**src/rtl/s256_pkg.sv**
```systemverilog
// Shared types and codes of the streaming SHA-256 hasher.
package s256_pkg;

   // Request mode codes.
   localparam logic [1:0] MODE_ABSORB        = 2'd0;
   localparam logic [1:0] MODE_ABSORB_FINISH = 2'd1;
   localparam logic [1:0] MODE_FINISH        = 2'd2;

   // Eight 32-bit hash words, index 0 is H0.
   typedef logic [7:0][31:0] s256_hash_type;

   // Commands from the sequencer to the compression datapath.
   typedef struct packed {
      logic       load_byte;
      logic [7:0] byte_val;
      logic       init_vars;
      logic       do_round;
      logic [5:0] round_idx;
      logic       fold;
      logic       restart;
   } s256_cmd_type;

endpackage

```
**src/rtl/s256_req_if.sv**
```systemverilog
// Request channel: one message byte and a mode code per item.
interface s256_req_if;
   logic       valid;
   logic       ready;
   logic [1:0] mode;
   logic [7:0] data_byte;

   modport source (output valid, output mode, output data_byte, input ready);
   modport sink (input valid, input mode, input data_byte, output ready);
endinterface

```
**src/rtl/s256_rsp_if.sv**
```systemverilog
// Response channel: one 64-bit quarter of the digest per item.
interface s256_rsp_if;
   logic        valid;
   logic        ready;
   logic [63:0] digest_part;
   logic [1:0]  part_index;
   logic        last_part;

   modport source (output valid, output digest_part, output part_index, output last_part,
                   input ready);
   modport sink (input valid, input digest_part, input part_index, input last_part,
                 output ready);
endinterface

```
**src/rtl/s256_core.sv**
```systemverilog
// SHA-256 compression datapath: message window, working variables, hash words, one round unit.
module s256_core (
   input  logic                  clock,
   input  logic                  reset,
   input  s256_pkg::s256_cmd_type cmd,
   output s256_pkg::s256_hash_type hash
);
   import s256_pkg::*;

   localparam s256_hash_type S256_IV = {
      32'h5be0cd19, 32'h1f83d9ab, 32'h9b05688c, 32'h510e527f,
      32'ha54ff53a, 32'h3c6ef372, 32'hbb67ae85, 32'h6a09e667};

   localparam logic [0:63][31:0] S256_K = {
      32'h428a2f98, 32'h71374491, 32'hb5c0fbcf, 32'he9b5dba5,
      32'h3956c25b, 32'h59f111f1, 32'h923f82a4, 32'hab1c5ed5,
      32'hd807aa98, 32'h12835b01, 32'h243185be, 32'h550c7dc3,
      32'h72be5d74, 32'h80deb1fe, 32'h9bdc06a7, 32'hc19bf174,
      32'he49b69c1, 32'hefbe4786, 32'h0fc19dc6, 32'h240ca1cc,
      32'h2de92c6f, 32'h4a7484aa, 32'h5cb0a9dc, 32'h76f988da,
      32'h983e5152, 32'ha831c66d, 32'hb00327c8, 32'hbf597fc7,
      32'hc6e00bf3, 32'hd5a79147, 32'h06ca6351, 32'h14292967,
      32'h27b70a85, 32'h2e1b2138, 32'h4d2c6dfc, 32'h53380d13,
      32'h650a7354, 32'h766a0abb, 32'h81c2c92e, 32'h92722c85,
      32'ha2bfe8a1, 32'ha81a664b, 32'hc24b8b70, 32'hc76c51a3,
      32'hd192e819, 32'hd6990624, 32'hf40e3585, 32'h106aa070,
      32'h19a4c116, 32'h1e376c08, 32'h2748774c, 32'h34b0bcb5,
      32'h391c0cb3, 32'h4ed8aa4a, 32'h5b9cca4f, 32'h682e6ff3,
      32'h748f82ee, 32'h78a5636f, 32'h84c87814, 32'h8cc70208,
      32'h90befffa, 32'ha4506ceb, 32'hbef9a3f7, 32'hc67178f2};

   // Message window: the oldest word sits in the top 32 bits, bytes enter at the bottom.
   logic [511:0]  win_ff, win_in;
   s256_hash_type var_ff, var_in;
   s256_hash_type hash_ff, hash_in;

   logic [31:0] w_old, w_m15, w_m7, w_m2, w_sum, w_cur;
   logic [31:0] s0_w, s1_w, big_s0, big_s1, ch_v, maj_v, t1_v, t2_v;
   logic [31:0] a_v, b_v, c_v, d_v, e_v, f_v, g_v, h_v;

   function automatic logic [31:0] rotr(input logic [31:0] x, input int unsigned n);
      rotr = (x >> n) | (x << (32 - n));
   endfunction

   // Window taps relative to the current round.
   assign w_old = win_ff[511:480];
   assign w_m15 = win_ff[479:448];
   assign w_m7  = win_ff[223:192];
   assign w_m2  = win_ff[63:32];

   // Message schedule expansion.
   assign s0_w  = rotr(w_m15, 7) ^ rotr(w_m15, 18) ^ (w_m15 >> 3);
   assign s1_w  = rotr(w_m2, 17) ^ rotr(w_m2, 19) ^ (w_m2 >> 10);
   assign w_sum = w_old + s0_w + w_m7 + s1_w;
   assign w_cur = (cmd.round_idx[5:4] == 2'd0) ? w_old : w_sum;

   // Round function on the working variables.
   assign a_v = var_ff[0];
   assign b_v = var_ff[1];
   assign c_v = var_ff[2];
   assign d_v = var_ff[3];
   assign e_v = var_ff[4];
   assign f_v = var_ff[5];
   assign g_v = var_ff[6];
   assign h_v = var_ff[7];
   assign big_s1 = rotr(e_v, 6) ^ rotr(e_v, 11) ^ rotr(e_v, 25);
   assign big_s0 = rotr(a_v, 2) ^ rotr(a_v, 13) ^ rotr(a_v, 22);
   assign ch_v   = (e_v & f_v) ^ (~e_v & g_v);
   assign maj_v  = (a_v & b_v) ^ (a_v & c_v) ^ (b_v & c_v);
   assign t1_v   = h_v + big_s1 + ch_v + S256_K[cmd.round_idx] + w_cur;
   assign t2_v   = big_s0 + maj_v;

   // Next-state selection under the sequencer's command.
   always_comb begin
      win_in  = win_ff;
      var_in  = var_ff;
      hash_in = hash_ff;
      if (cmd.load_byte) begin
         win_in = {win_ff[503:0], cmd.byte_val};
      end
      if (cmd.init_vars) begin
         var_in = hash_ff;
      end
      if (cmd.do_round) begin
         win_in = {win_ff[479:0], w_cur};
         var_in = {g_v, f_v, e_v, d_v + t1_v, c_v, b_v, a_v, t1_v + t2_v};
      end
      if (cmd.fold) begin
         for (int i = 0; i < 8; i++) begin
            hash_in[i] = hash_ff[i] + var_ff[i];
         end
      end
      if (cmd.restart) begin
         hash_in = S256_IV;
      end
   end

   // Hash words start from the initial value.
   always_ff @(posedge clock) begin
      if (reset) begin
         hash_ff <= S256_IV;
      end else begin
         hash_ff <= hash_in;
      end
   end

   // Window and working variables are always written before they are read.
   always_ff @(posedge clock) begin
      win_ff <= win_in;
      var_ff <= var_in;
   end

   assign hash = hash_ff;

endmodule

```
**src/rtl/sha256_stream_hasher_unit.sv**
```systemverilog
// Top level of the streaming SHA-256 hasher: sequencer, padding and digest output.
//
//   channel   dir   item                               handshake
//   req_port  in    mode, data_byte                    valid/ready
//   rsp_port  out   digest_part, part_index, last_part valid/ready
//
// A plain byte leaves the sequencer idle. The byte that completes a 64-byte block starts a
// compression: the working variables are loaded, 64 rounds run through the single round
// unit, and the result is added into the hash words. A finish pads one byte per cycle up to
// the block end, runs one or two compressions, then offers four digest items, one per cycle
// at best. Reset is synchronous and puts the initial hash value in place. After a finish or
// a block-ending byte, requests are refused from the next cycle until its work and output are done.
module sha256_stream_hasher_unit (
   input logic       clock,
   input logic       reset,
   s256_req_if.sink  req_port,
   s256_rsp_if.source rsp_port
);
   import s256_pkg::*;

   typedef enum logic [2:0] {
      ST_IDLE,
      ST_LOAD,
      ST_ROUND,
      ST_FOLD,
      ST_PAD,
      ST_OUT
   } state_type;

   state_type     state_ff, state_in;
   state_type     ret_ff, ret_in;
   logic [5:0]    fill_ff, fill_in;
   logic [60:0]   msg_ff, msg_in;
   logic [63:0]   len_ff, len_in;
   logic          mark_ff, mark_in;
   logic          lenph_ff, lenph_in;
   logic [5:0]    round_ff, round_in;
   logic [1:0]    part_ff, part_in;

   s256_cmd_type  cmd;
   s256_hash_type hash;
   logic [60:0]   msg_next;
   logic          req_take, rsp_take, pad_len;

   s256_core u_core (
      .clock (clock),
      .reset (reset),
      .cmd   (cmd),
      .hash  (hash)
   );

   assign req_port.ready = (state_ff == ST_IDLE);
   assign req_take       = req_port.valid && req_port.ready;
   assign rsp_port.valid = (state_ff == ST_OUT);
   assign rsp_take       = rsp_port.valid && rsp_port.ready;
   assign msg_next       = msg_ff + 61'd1;

   // Length bytes follow once the marker is in and the block has reached byte 56.
   assign pad_len = mark_ff && (lenph_ff || (fill_ff == 6'd56));

   // Digest output straight from the hash words, two words per item.
   assign rsp_port.digest_part = {hash[{part_ff, 1'b0}], hash[{part_ff, 1'b1}]};
   assign rsp_port.part_index  = part_ff;
   assign rsp_port.last_part   = (part_ff == 2'd3);

   // Sequencer.
   always_comb begin
      state_in = state_ff;
      ret_in   = ret_ff;
      fill_in  = fill_ff;
      msg_in   = msg_ff;
      len_in   = len_ff;
      mark_in  = mark_ff;
      lenph_in = lenph_ff;
      round_in = round_ff;
      part_in  = part_ff;
      cmd      = '0;
      cmd.round_idx = round_ff;
      case (state_ff)
         ST_IDLE: begin
            if (req_take) begin
               case (req_port.mode)
                  MODE_ABSORB: begin
                     cmd.load_byte = 1'b1;
                     cmd.byte_val  = req_port.data_byte;
                     fill_in       = fill_ff + 6'd1;
                     msg_in        = msg_next;
                     if (fill_ff == 6'd63) begin
                        state_in = ST_LOAD;
                        ret_in   = ST_IDLE;
                     end
                  end
                  MODE_ABSORB_FINISH: begin
                     cmd.load_byte = 1'b1;
                     cmd.byte_val  = req_port.data_byte;
                     fill_in       = fill_ff + 6'd1;
                     msg_in        = '0;
                     len_in        = {msg_next, 3'b000};
                     mark_in       = 1'b0;
                     lenph_in      = 1'b0;
                     part_in       = '0;
                     if (fill_ff == 6'd63) begin
                        state_in = ST_LOAD;
                        ret_in   = ST_PAD;
                     end else begin
                        state_in = ST_PAD;
                     end
                  end
                  MODE_FINISH: begin
                     msg_in   = '0;
                     len_in   = {msg_ff, 3'b000};
                     mark_in  = 1'b0;
                     lenph_in = 1'b0;
                     part_in  = '0;
                     state_in = ST_PAD;
                  end
                  default: begin
                  end
               endcase
            end
         end
         ST_LOAD: begin
            cmd.init_vars = 1'b1;
            round_in      = '0;
            state_in      = ST_ROUND;
         end
         ST_ROUND: begin
            cmd.do_round = 1'b1;
            round_in     = round_ff + 6'd1;
            if (round_ff == 6'd63) begin
               state_in = ST_FOLD;
            end
         end
         ST_FOLD: begin
            cmd.fold = 1'b1;
            state_in = ret_ff;
         end
         ST_PAD: begin
            // Marker byte, then zeros, then the bit length most significant byte first.
            cmd.load_byte = 1'b1;
            if (!mark_ff) begin
               cmd.byte_val = 8'h80;
            end else if (pad_len) begin
               cmd.byte_val = len_ff[63:56];
            end else begin
               cmd.byte_val = 8'h00;
            end
            fill_in = fill_ff + 6'd1;
            mark_in = 1'b1;
            if (pad_len) begin
               lenph_in = 1'b1;
               len_in   = {len_ff[55:0], 8'h00};
            end
            if (fill_ff == 6'd63) begin
               state_in = ST_LOAD;
               ret_in   = pad_len ? ST_OUT : ST_PAD;
            end
         end
         ST_OUT: begin
            if (rsp_take) begin
               part_in = part_ff + 2'd1;
               if (part_ff == 2'd3) begin
                  cmd.restart = 1'b1;
                  state_in    = ST_IDLE;
               end
            end
         end
         default: begin
            state_in = ST_IDLE;
         end
      endcase
   end

   // State and registered control.
   always_ff @(posedge clock) begin
      if (reset) begin
         state_ff <= ST_IDLE;
         ret_ff   <= ST_IDLE;
         fill_ff  <= '0;
         msg_ff   <= '0;
         mark_ff  <= 1'b0;
         lenph_ff <= 1'b0;
         round_ff <= '0;
         part_ff  <= '0;
      end else begin
         state_ff <= state_in;
         ret_ff   <= ret_in;
         fill_ff  <= fill_in;
         msg_ff   <= msg_in;
         mark_ff  <= mark_in;
         lenph_ff <= lenph_in;
         round_ff <= round_in;
         part_ff  <= part_in;
      end
   end

   // Latched bit length of the message being finished.
   always_ff @(posedge clock) begin
      len_ff <= len_in;
   end

endmodule

```
**src/flat_wrapper.sv**
```systemverilog
// flat-port wrapper written by rule: the top's interface ports become plain ports
module sha256_stream_hasher_unit_flat import s256_pkg::*;
  (clock, reset, req_port_valid, req_port_mode, req_port_data_byte, req_port_ready, rsp_port_valid, rsp_port_digest_part, rsp_port_part_index, rsp_port_last_part, rsp_port_ready);
  s256_req_if req_port_i ();
  s256_rsp_if rsp_port_i ();
  input logic clock;
  input logic reset;
  input wire logic [$bits(req_port_i.valid)-1:0] req_port_valid;
  input wire logic [$bits(req_port_i.mode)-1:0] req_port_mode;
  input wire logic [$bits(req_port_i.data_byte)-1:0] req_port_data_byte;
  output wire logic [$bits(req_port_i.ready)-1:0] req_port_ready;
  output wire logic [$bits(rsp_port_i.valid)-1:0] rsp_port_valid;
  output wire logic [$bits(rsp_port_i.digest_part)-1:0] rsp_port_digest_part;
  output wire logic [$bits(rsp_port_i.part_index)-1:0] rsp_port_part_index;
  output wire logic [$bits(rsp_port_i.last_part)-1:0] rsp_port_last_part;
  input wire logic [$bits(rsp_port_i.ready)-1:0] rsp_port_ready;
  assign req_port_i.valid = req_port_valid;
  assign req_port_i.mode = req_port_mode;
  assign req_port_i.data_byte = req_port_data_byte;
  assign req_port_ready = req_port_i.ready;
  assign rsp_port_valid = rsp_port_i.valid;
  assign rsp_port_digest_part = rsp_port_i.digest_part;
  assign rsp_port_part_index = rsp_port_i.part_index;
  assign rsp_port_last_part = rsp_port_i.last_part;
  assign rsp_port_i.ready = rsp_port_ready;
  sha256_stream_hasher_unit u_core (.clock(clock), .reset(reset), .req_port(req_port_i), .rsp_port(rsp_port_i));
endmodule
```
**config.mk**
```make
export PLATFORM = sky130hd
export DESIGN_NAME = sha256_stream_hasher_unit_flat
export DESIGN_NICKNAME = d
export VERILOG_FILES = /design/src/rtl/s256_pkg.sv /design/src/rtl/s256_req_if.sv /design/src/rtl/s256_rsp_if.sv /design/src/rtl/s256_core.sv /design/src/rtl/sha256_stream_hasher_unit.sv /design/src/flat_wrapper.sv
export SDC_FILE = /design/constraint.sdc
export NUM_CORES = 2
export LEC_CHECK = 0
export ABC_CLOCK_PERIOD_IN_PS = 13500
export BUFFER_PORTS_ARGS = -buffer_cell sky130_fd_sc_hd__buf_2
export CORE_ASPECT_RATIO = 0.9
export CORE_MARGIN = 4
export CORE_UTILIZATION = 40
export CTS_BUF_LIST = sky130_fd_sc_hd__clkbuf_8 sky130_fd_sc_hd__clkbuf_16
export DETAILED_ROUTE_END_ITERATION = 16
export HOLD_SLACK_MARGIN = 0.15
export PLACE_DENSITY = 0.6
export SLEW_MARGIN = 30
export SYNTH_ARGS = -nofsm -noshare
export SYNTH_HDL_FRONTEND = slang
export SYNTH_HIERARCHICAL = 1
export SYNTH_SLANG_ARGS = --single-unit
```
**constraint.sdc**
```tcl
create_clock -name clock -period 13.5 [get_ports clock]
set_input_delay 2.7 -clock clock [delete_from_list [all_inputs] [get_ports clock]]
set_output_delay 2.7 -clock clock [all_outputs]
set_load 0.05 [all_outputs]
```
# Yosys cells after proc, flatten, opt, wreduce, memory -nomap -nowiden
# Memory sizes are Yosys's and may differ from the RTL's.
# Index checks and enable logic that the tools add are counted.
# totals
reg_bits	1171
rom_bits	2048
input_bits	14
word_cells	183
mem_count	1
# op_classes
n_addsub	22
magnitude_cmp	3
eq_ne	24
mux	55
bitwise_logic	28
n_reduce_logical	24
# mem_list
memory	depth	word_bits	read_ports	rd_ports_with_merged_regs	wr	line	rtl
(name not given)	64	32	1	0	0	s256_core.sv:70	assign t1_v = h_v + big_s1 + ch_v + S256_K[cmd.round_idx] + w_cur;
# op_table
cell	count
512-bit two-way mux	2
32-bit adder	18
256-bit two-way mux	2
32-bit XOR	9
64-bit case mux with 2 select lines	2
32-bit AND	5
32-bit two-way mux	5
32-bit binary-select mux with 2-bit select	2
64-bit two-way mux	2
61-bit case mux with 2 select lines	1
61-bit by 1-bit adder with 61-bit output (second input constant)	1
32-bit inverter	1
10-bit by 32-bit bitwise OR with 32-bit output	1
13-bit by 32-bit bitwise OR with 32-bit output	1
14-bit by 32-bit bitwise OR with 32-bit output	1
15-bit by 32-bit bitwise OR with 32-bit output	1
19-bit by 32-bit bitwise OR with 32-bit output	1
21-bit by 32-bit bitwise OR with 32-bit output	1
25-bit by 32-bit bitwise OR with 32-bit output	1
26-bit by 32-bit bitwise OR with 32-bit output	1
30-bit by 32-bit bitwise OR with 32-bit output	1
7-bit by 32-bit bitwise OR with 32-bit output	1
32-bit by 22-bit XOR with 32-bit output	1
32-bit by 29-bit XOR with 32-bit output	1
other kinds (38)	94

# Depth between registers and ports, before layout
# depth
ltp_word	10
mapped_depth	47

# Modules after synthesis
# The synthesis kept the hierarchy.
# by_module_without_submodules
module	instances	cells_per_inst	area_each_um2	seq_area_each_um2
s256_core	1	6318	68187.9	28187.0
sha256_stream_hasher_unit	1	1148	10274.9	3473.3

# Worst setup path after synthesis
# No wires, ideal clock.
# synth_timing
path_type	in2reg
startpoint	input req_port_valid
endpoint	register u_core.u_core.win_ff[0], enable pin
setup_time_ps	667
t_arrival_ps	9958
required_ps	12833
path_slack_ps	2875
path_stages	4
path_cell_list	or4b_2 > clkbuf_1 > o21ai_1 > or2_2
# synth_lines
element	line	rtl
start: declaration	flat_wrapper.sv:8	input wire logic [$bits(req_port_i.valid)-1:0] req_port_valid;
end signal: assignment	s256_core.sv:109	win_ff <= win_in;
end: declaration	s256_core.sv:33	logic [511:0] win_ff, win_in;

==> flow_summary_export.csv <==
group,metric,value,unit
timing,worstMarginPinSlew,1.13,ns
synth,synthArstFlopShare,0,
clock_network,root_buffer,"clkbuf_16",
min_path,hold_depth,2,
finish,fin_cells,10000,
setup_path,critical_path_class,"reg -> reg",
place,port_buffers,82,
global_route,grt_pass1_wl,367000,µm
floorplan,start_util,0.404,
clock_network,clkTransAtPathRegs,0.06,ns
clock_network,cts.path.max_buffers,3,
finish,final_common_cell,"edfxtp_1",
run,max_cap_viol_count,0,
routing,wl_per_cell,24.7,µm
routing,drt_pre_antenna_iters,6,
clock_network,post-cts-setup-buffers,0,
clock_network,cts_repair_resize_count,0,
timing,fin_crit_sh,0.833,
synth,avgSynthCellArea,10.5,µm²
place,place_ws,2.36,ns
global_route,grt.total_usage,0.236,
setup_path,crit_arrival,11.79,ns
setup_path,r2r_cells,41,
finish,drive_above_1_share,0.166,
routing,vias,59100,
setup_path,cp-startpoint,"u_core/u_core/win_ff[456]",
setup_path,cp.required,14.03,ns
floorplan,dieWidth,475,µm
timing,finalSetupViolations,0,
synth,synth-main-ff-cell,"edfxtp_1",
synth,syn-cell-area,78500,µm²
clock_network,hold_buffers,0,
global_route,grt_pass1_vias,55700,
clock_network,cts-buffers-inserted,139,
clock_network,cts_tree,"done",
floorplan,core-area,194000,µm²
timing,setup_slack,2.25,ns
setup_path,crit_fanout,5,
min_path,worstHoldStart,"u_core/lenph_ff",
synth,synthCells,7466,
global_route,overflow,0,
status,outcome,"completed",
global_route,antenna_found_initial,9,
synth,yosysUniqueCellTypes,101,
timing,max_freq,0.0889,GHz
clock_network,insertion_delay,0.80,ns
place,dp_cells,9784,
setup_path,reg2reg_from,"u_core/u_core/win_ff[456]",
timing,hold_violations,0,
place,hpwl,183000,µm
routing,drt_wl_total,248000,µm
finish,nets,7986,
finish,mostFrequentLayoutCells,"edfxtp_1, mux2_2, nand2_1",
setup_path,startpoint_type,"flop",
synth,ys_ff_latch,1167,
global_route,grt_start_max_net_pins,194,
setup_path,cpPeakStageDelay,0.50,ns
routing,antenna_left,0,
synth,seq_area_frac_synth,0.404,
timing,fin_crit,11.25,ns
pwr,ir_worst_vdd,135,µV
setup_path,critPathSlowestCell,"fa_1",
floorplan,chipHeight,428,µm
synth,syn_nets,8082,
clock_network,cts.htree.levels,4,
routing,via_per_inst,5.88,
setup_path,r2r_slack,2.25,ns
setup_path,cp_common_cell,"fa_1",
floorplan,io_pins,83,
timing,report.final.slew_viol_count,0,
setup_path,end_kind,"flop",
floorplan,dieArea,203000,µm²
pwr,p_leak,31.2,nW
floorplan,num_rows,153,
timing,rsz0062_at_grt,"no",
finish,synthToLayoutAreaGrowth,9.42,%
routing,drt_iter0_drc,6699,
timing,slew_headroom,0.243,
timing,finalClockSkew,0.0310,ns
clock_network,cts.sinks,1167,
setup_path,r2r_end,"u_core/u_core/a_v[28]",
timing,tns,0,ns
setup_path,critPathCapture,"u_core/u_core/a_v[28]",
pwr,power_density,117,nW/µm²
synth,yosysWarnings,6,
place,routabilityCongestion,0.973,
routing,drc,0,
min_path,min_path_type,"reg -> reg",
synth,synth_edf_count,829,
==> through the flow <==
stage | hold WS [ns] | area, µm² | total power [mW] | util
2_1_floorplan | 0.452 | 78500 | 5.83 | -
3_3_place_gp | 0.484 | 81300 | 6.38 | 0.419
3_5_place_dp | 0.489 | 81400 | 6.40 | 0.419
4_1_cts | 0.502 | 85800 | 10.1 | 0.442
5_1_grt | 0.528 | 85800 | 10.5 | 0.442
6_report | 0.501 | 85900 | 10.1 | 0.442
==> sequential cells by signal, indices dropped and copies added (netlist names), 61 cells and up <==
signal                cells
u_core/u_core/hash      256
u_core/msg_ff            61
u_core/len_ff            61
u_core/u_core/win_ff    512
==> kinds of logic after synthesis <==
| logic type | synth area share |
|---|---|
| AOI/OAI and AO/OA | 0.133 |
| adders and majority gates | 0.117 |
| and+or+nand+nor | 0.104 |
| buffers and inverters | 0.0396 |
| xor gates and xnor gates | 0.0661 |
| muxes | 0.137 |
| DFF | 0.404 |
==> per-layer routing <==
metal	wire length, µm	vias to the layer above	global-route usage
met1	117000	29300	0.361
li1	-	27100	-
met5	0	-	0
met2	106000	2414	0.345
met4	5440	0	0.0560
met3	19600	312	0.0387
==> worst max-delay path, delay by kind of cell (launching register included) <==
family	cells	cell delay [ns]
AO/OA/AOI/OAI	16	3.96
XOR/XNOR	5	1.11
adder cells (fa/ha/maj)	10	4.21
buffers and inverters	3	0.18
flip-flops	1	0.49
multiplexers	1	0.26
AND/OR/NAND/NOR	6	0.77
==> how the worst min path moves through the flow <==
stage	end	slack, ns
CTS	u_core/lenph_ff	0.50
detailed placement	u_core/lenph_ff	0.49
global placement	u_core/lenph_ff	0.48
finish	u_core/lenph_ff	0.50
floorplan	u_core/round_ff[5]	0.45
global route	u_core/len_ff[45]	0.53
==> power breakdown <==
group	switching, mW	internal, mW	total, mW
combinational	1.38	0.951	2.33
clock	1.58	2.09	3.67
sequential	0.0899	3.97	4.06
total	3.05	7.01	10.1
==> synthesized netlist by cell type (107+ instances only) <==
cell,n,share of area
edfxtp_1,829,0.32
mux2_2,724,0.10
nand2_1,519,0.025
nor2_1,503,0.024
o21ai_0,452,0.029
a21oi_1,444,0.028
xnor2_1,439,0.049
ha_1,406,0.065
inv_1,403,0.019
clkbuf_1,345,0.017
dfxtp_1,338,0.086
fa_1,196,0.050
a21o_1,163,0.016
xor2_1,153,0.017
nand3_1,107,0.0068
==> cell type report <==
cell class	count	area (µm²)
Fill cell	18300	108000
Multi-Input combinational cell	5478	43800
Tap cell	2557	3200
Inverter	407	1540
Timing Repair Buffer	177	1240
Clock buffer	155	3730
Clock inverter	103	699
Sequential cell	1167	31700
Antenna cell	2	5.00
Note: power is estimated with default switching activity, not from simulation.
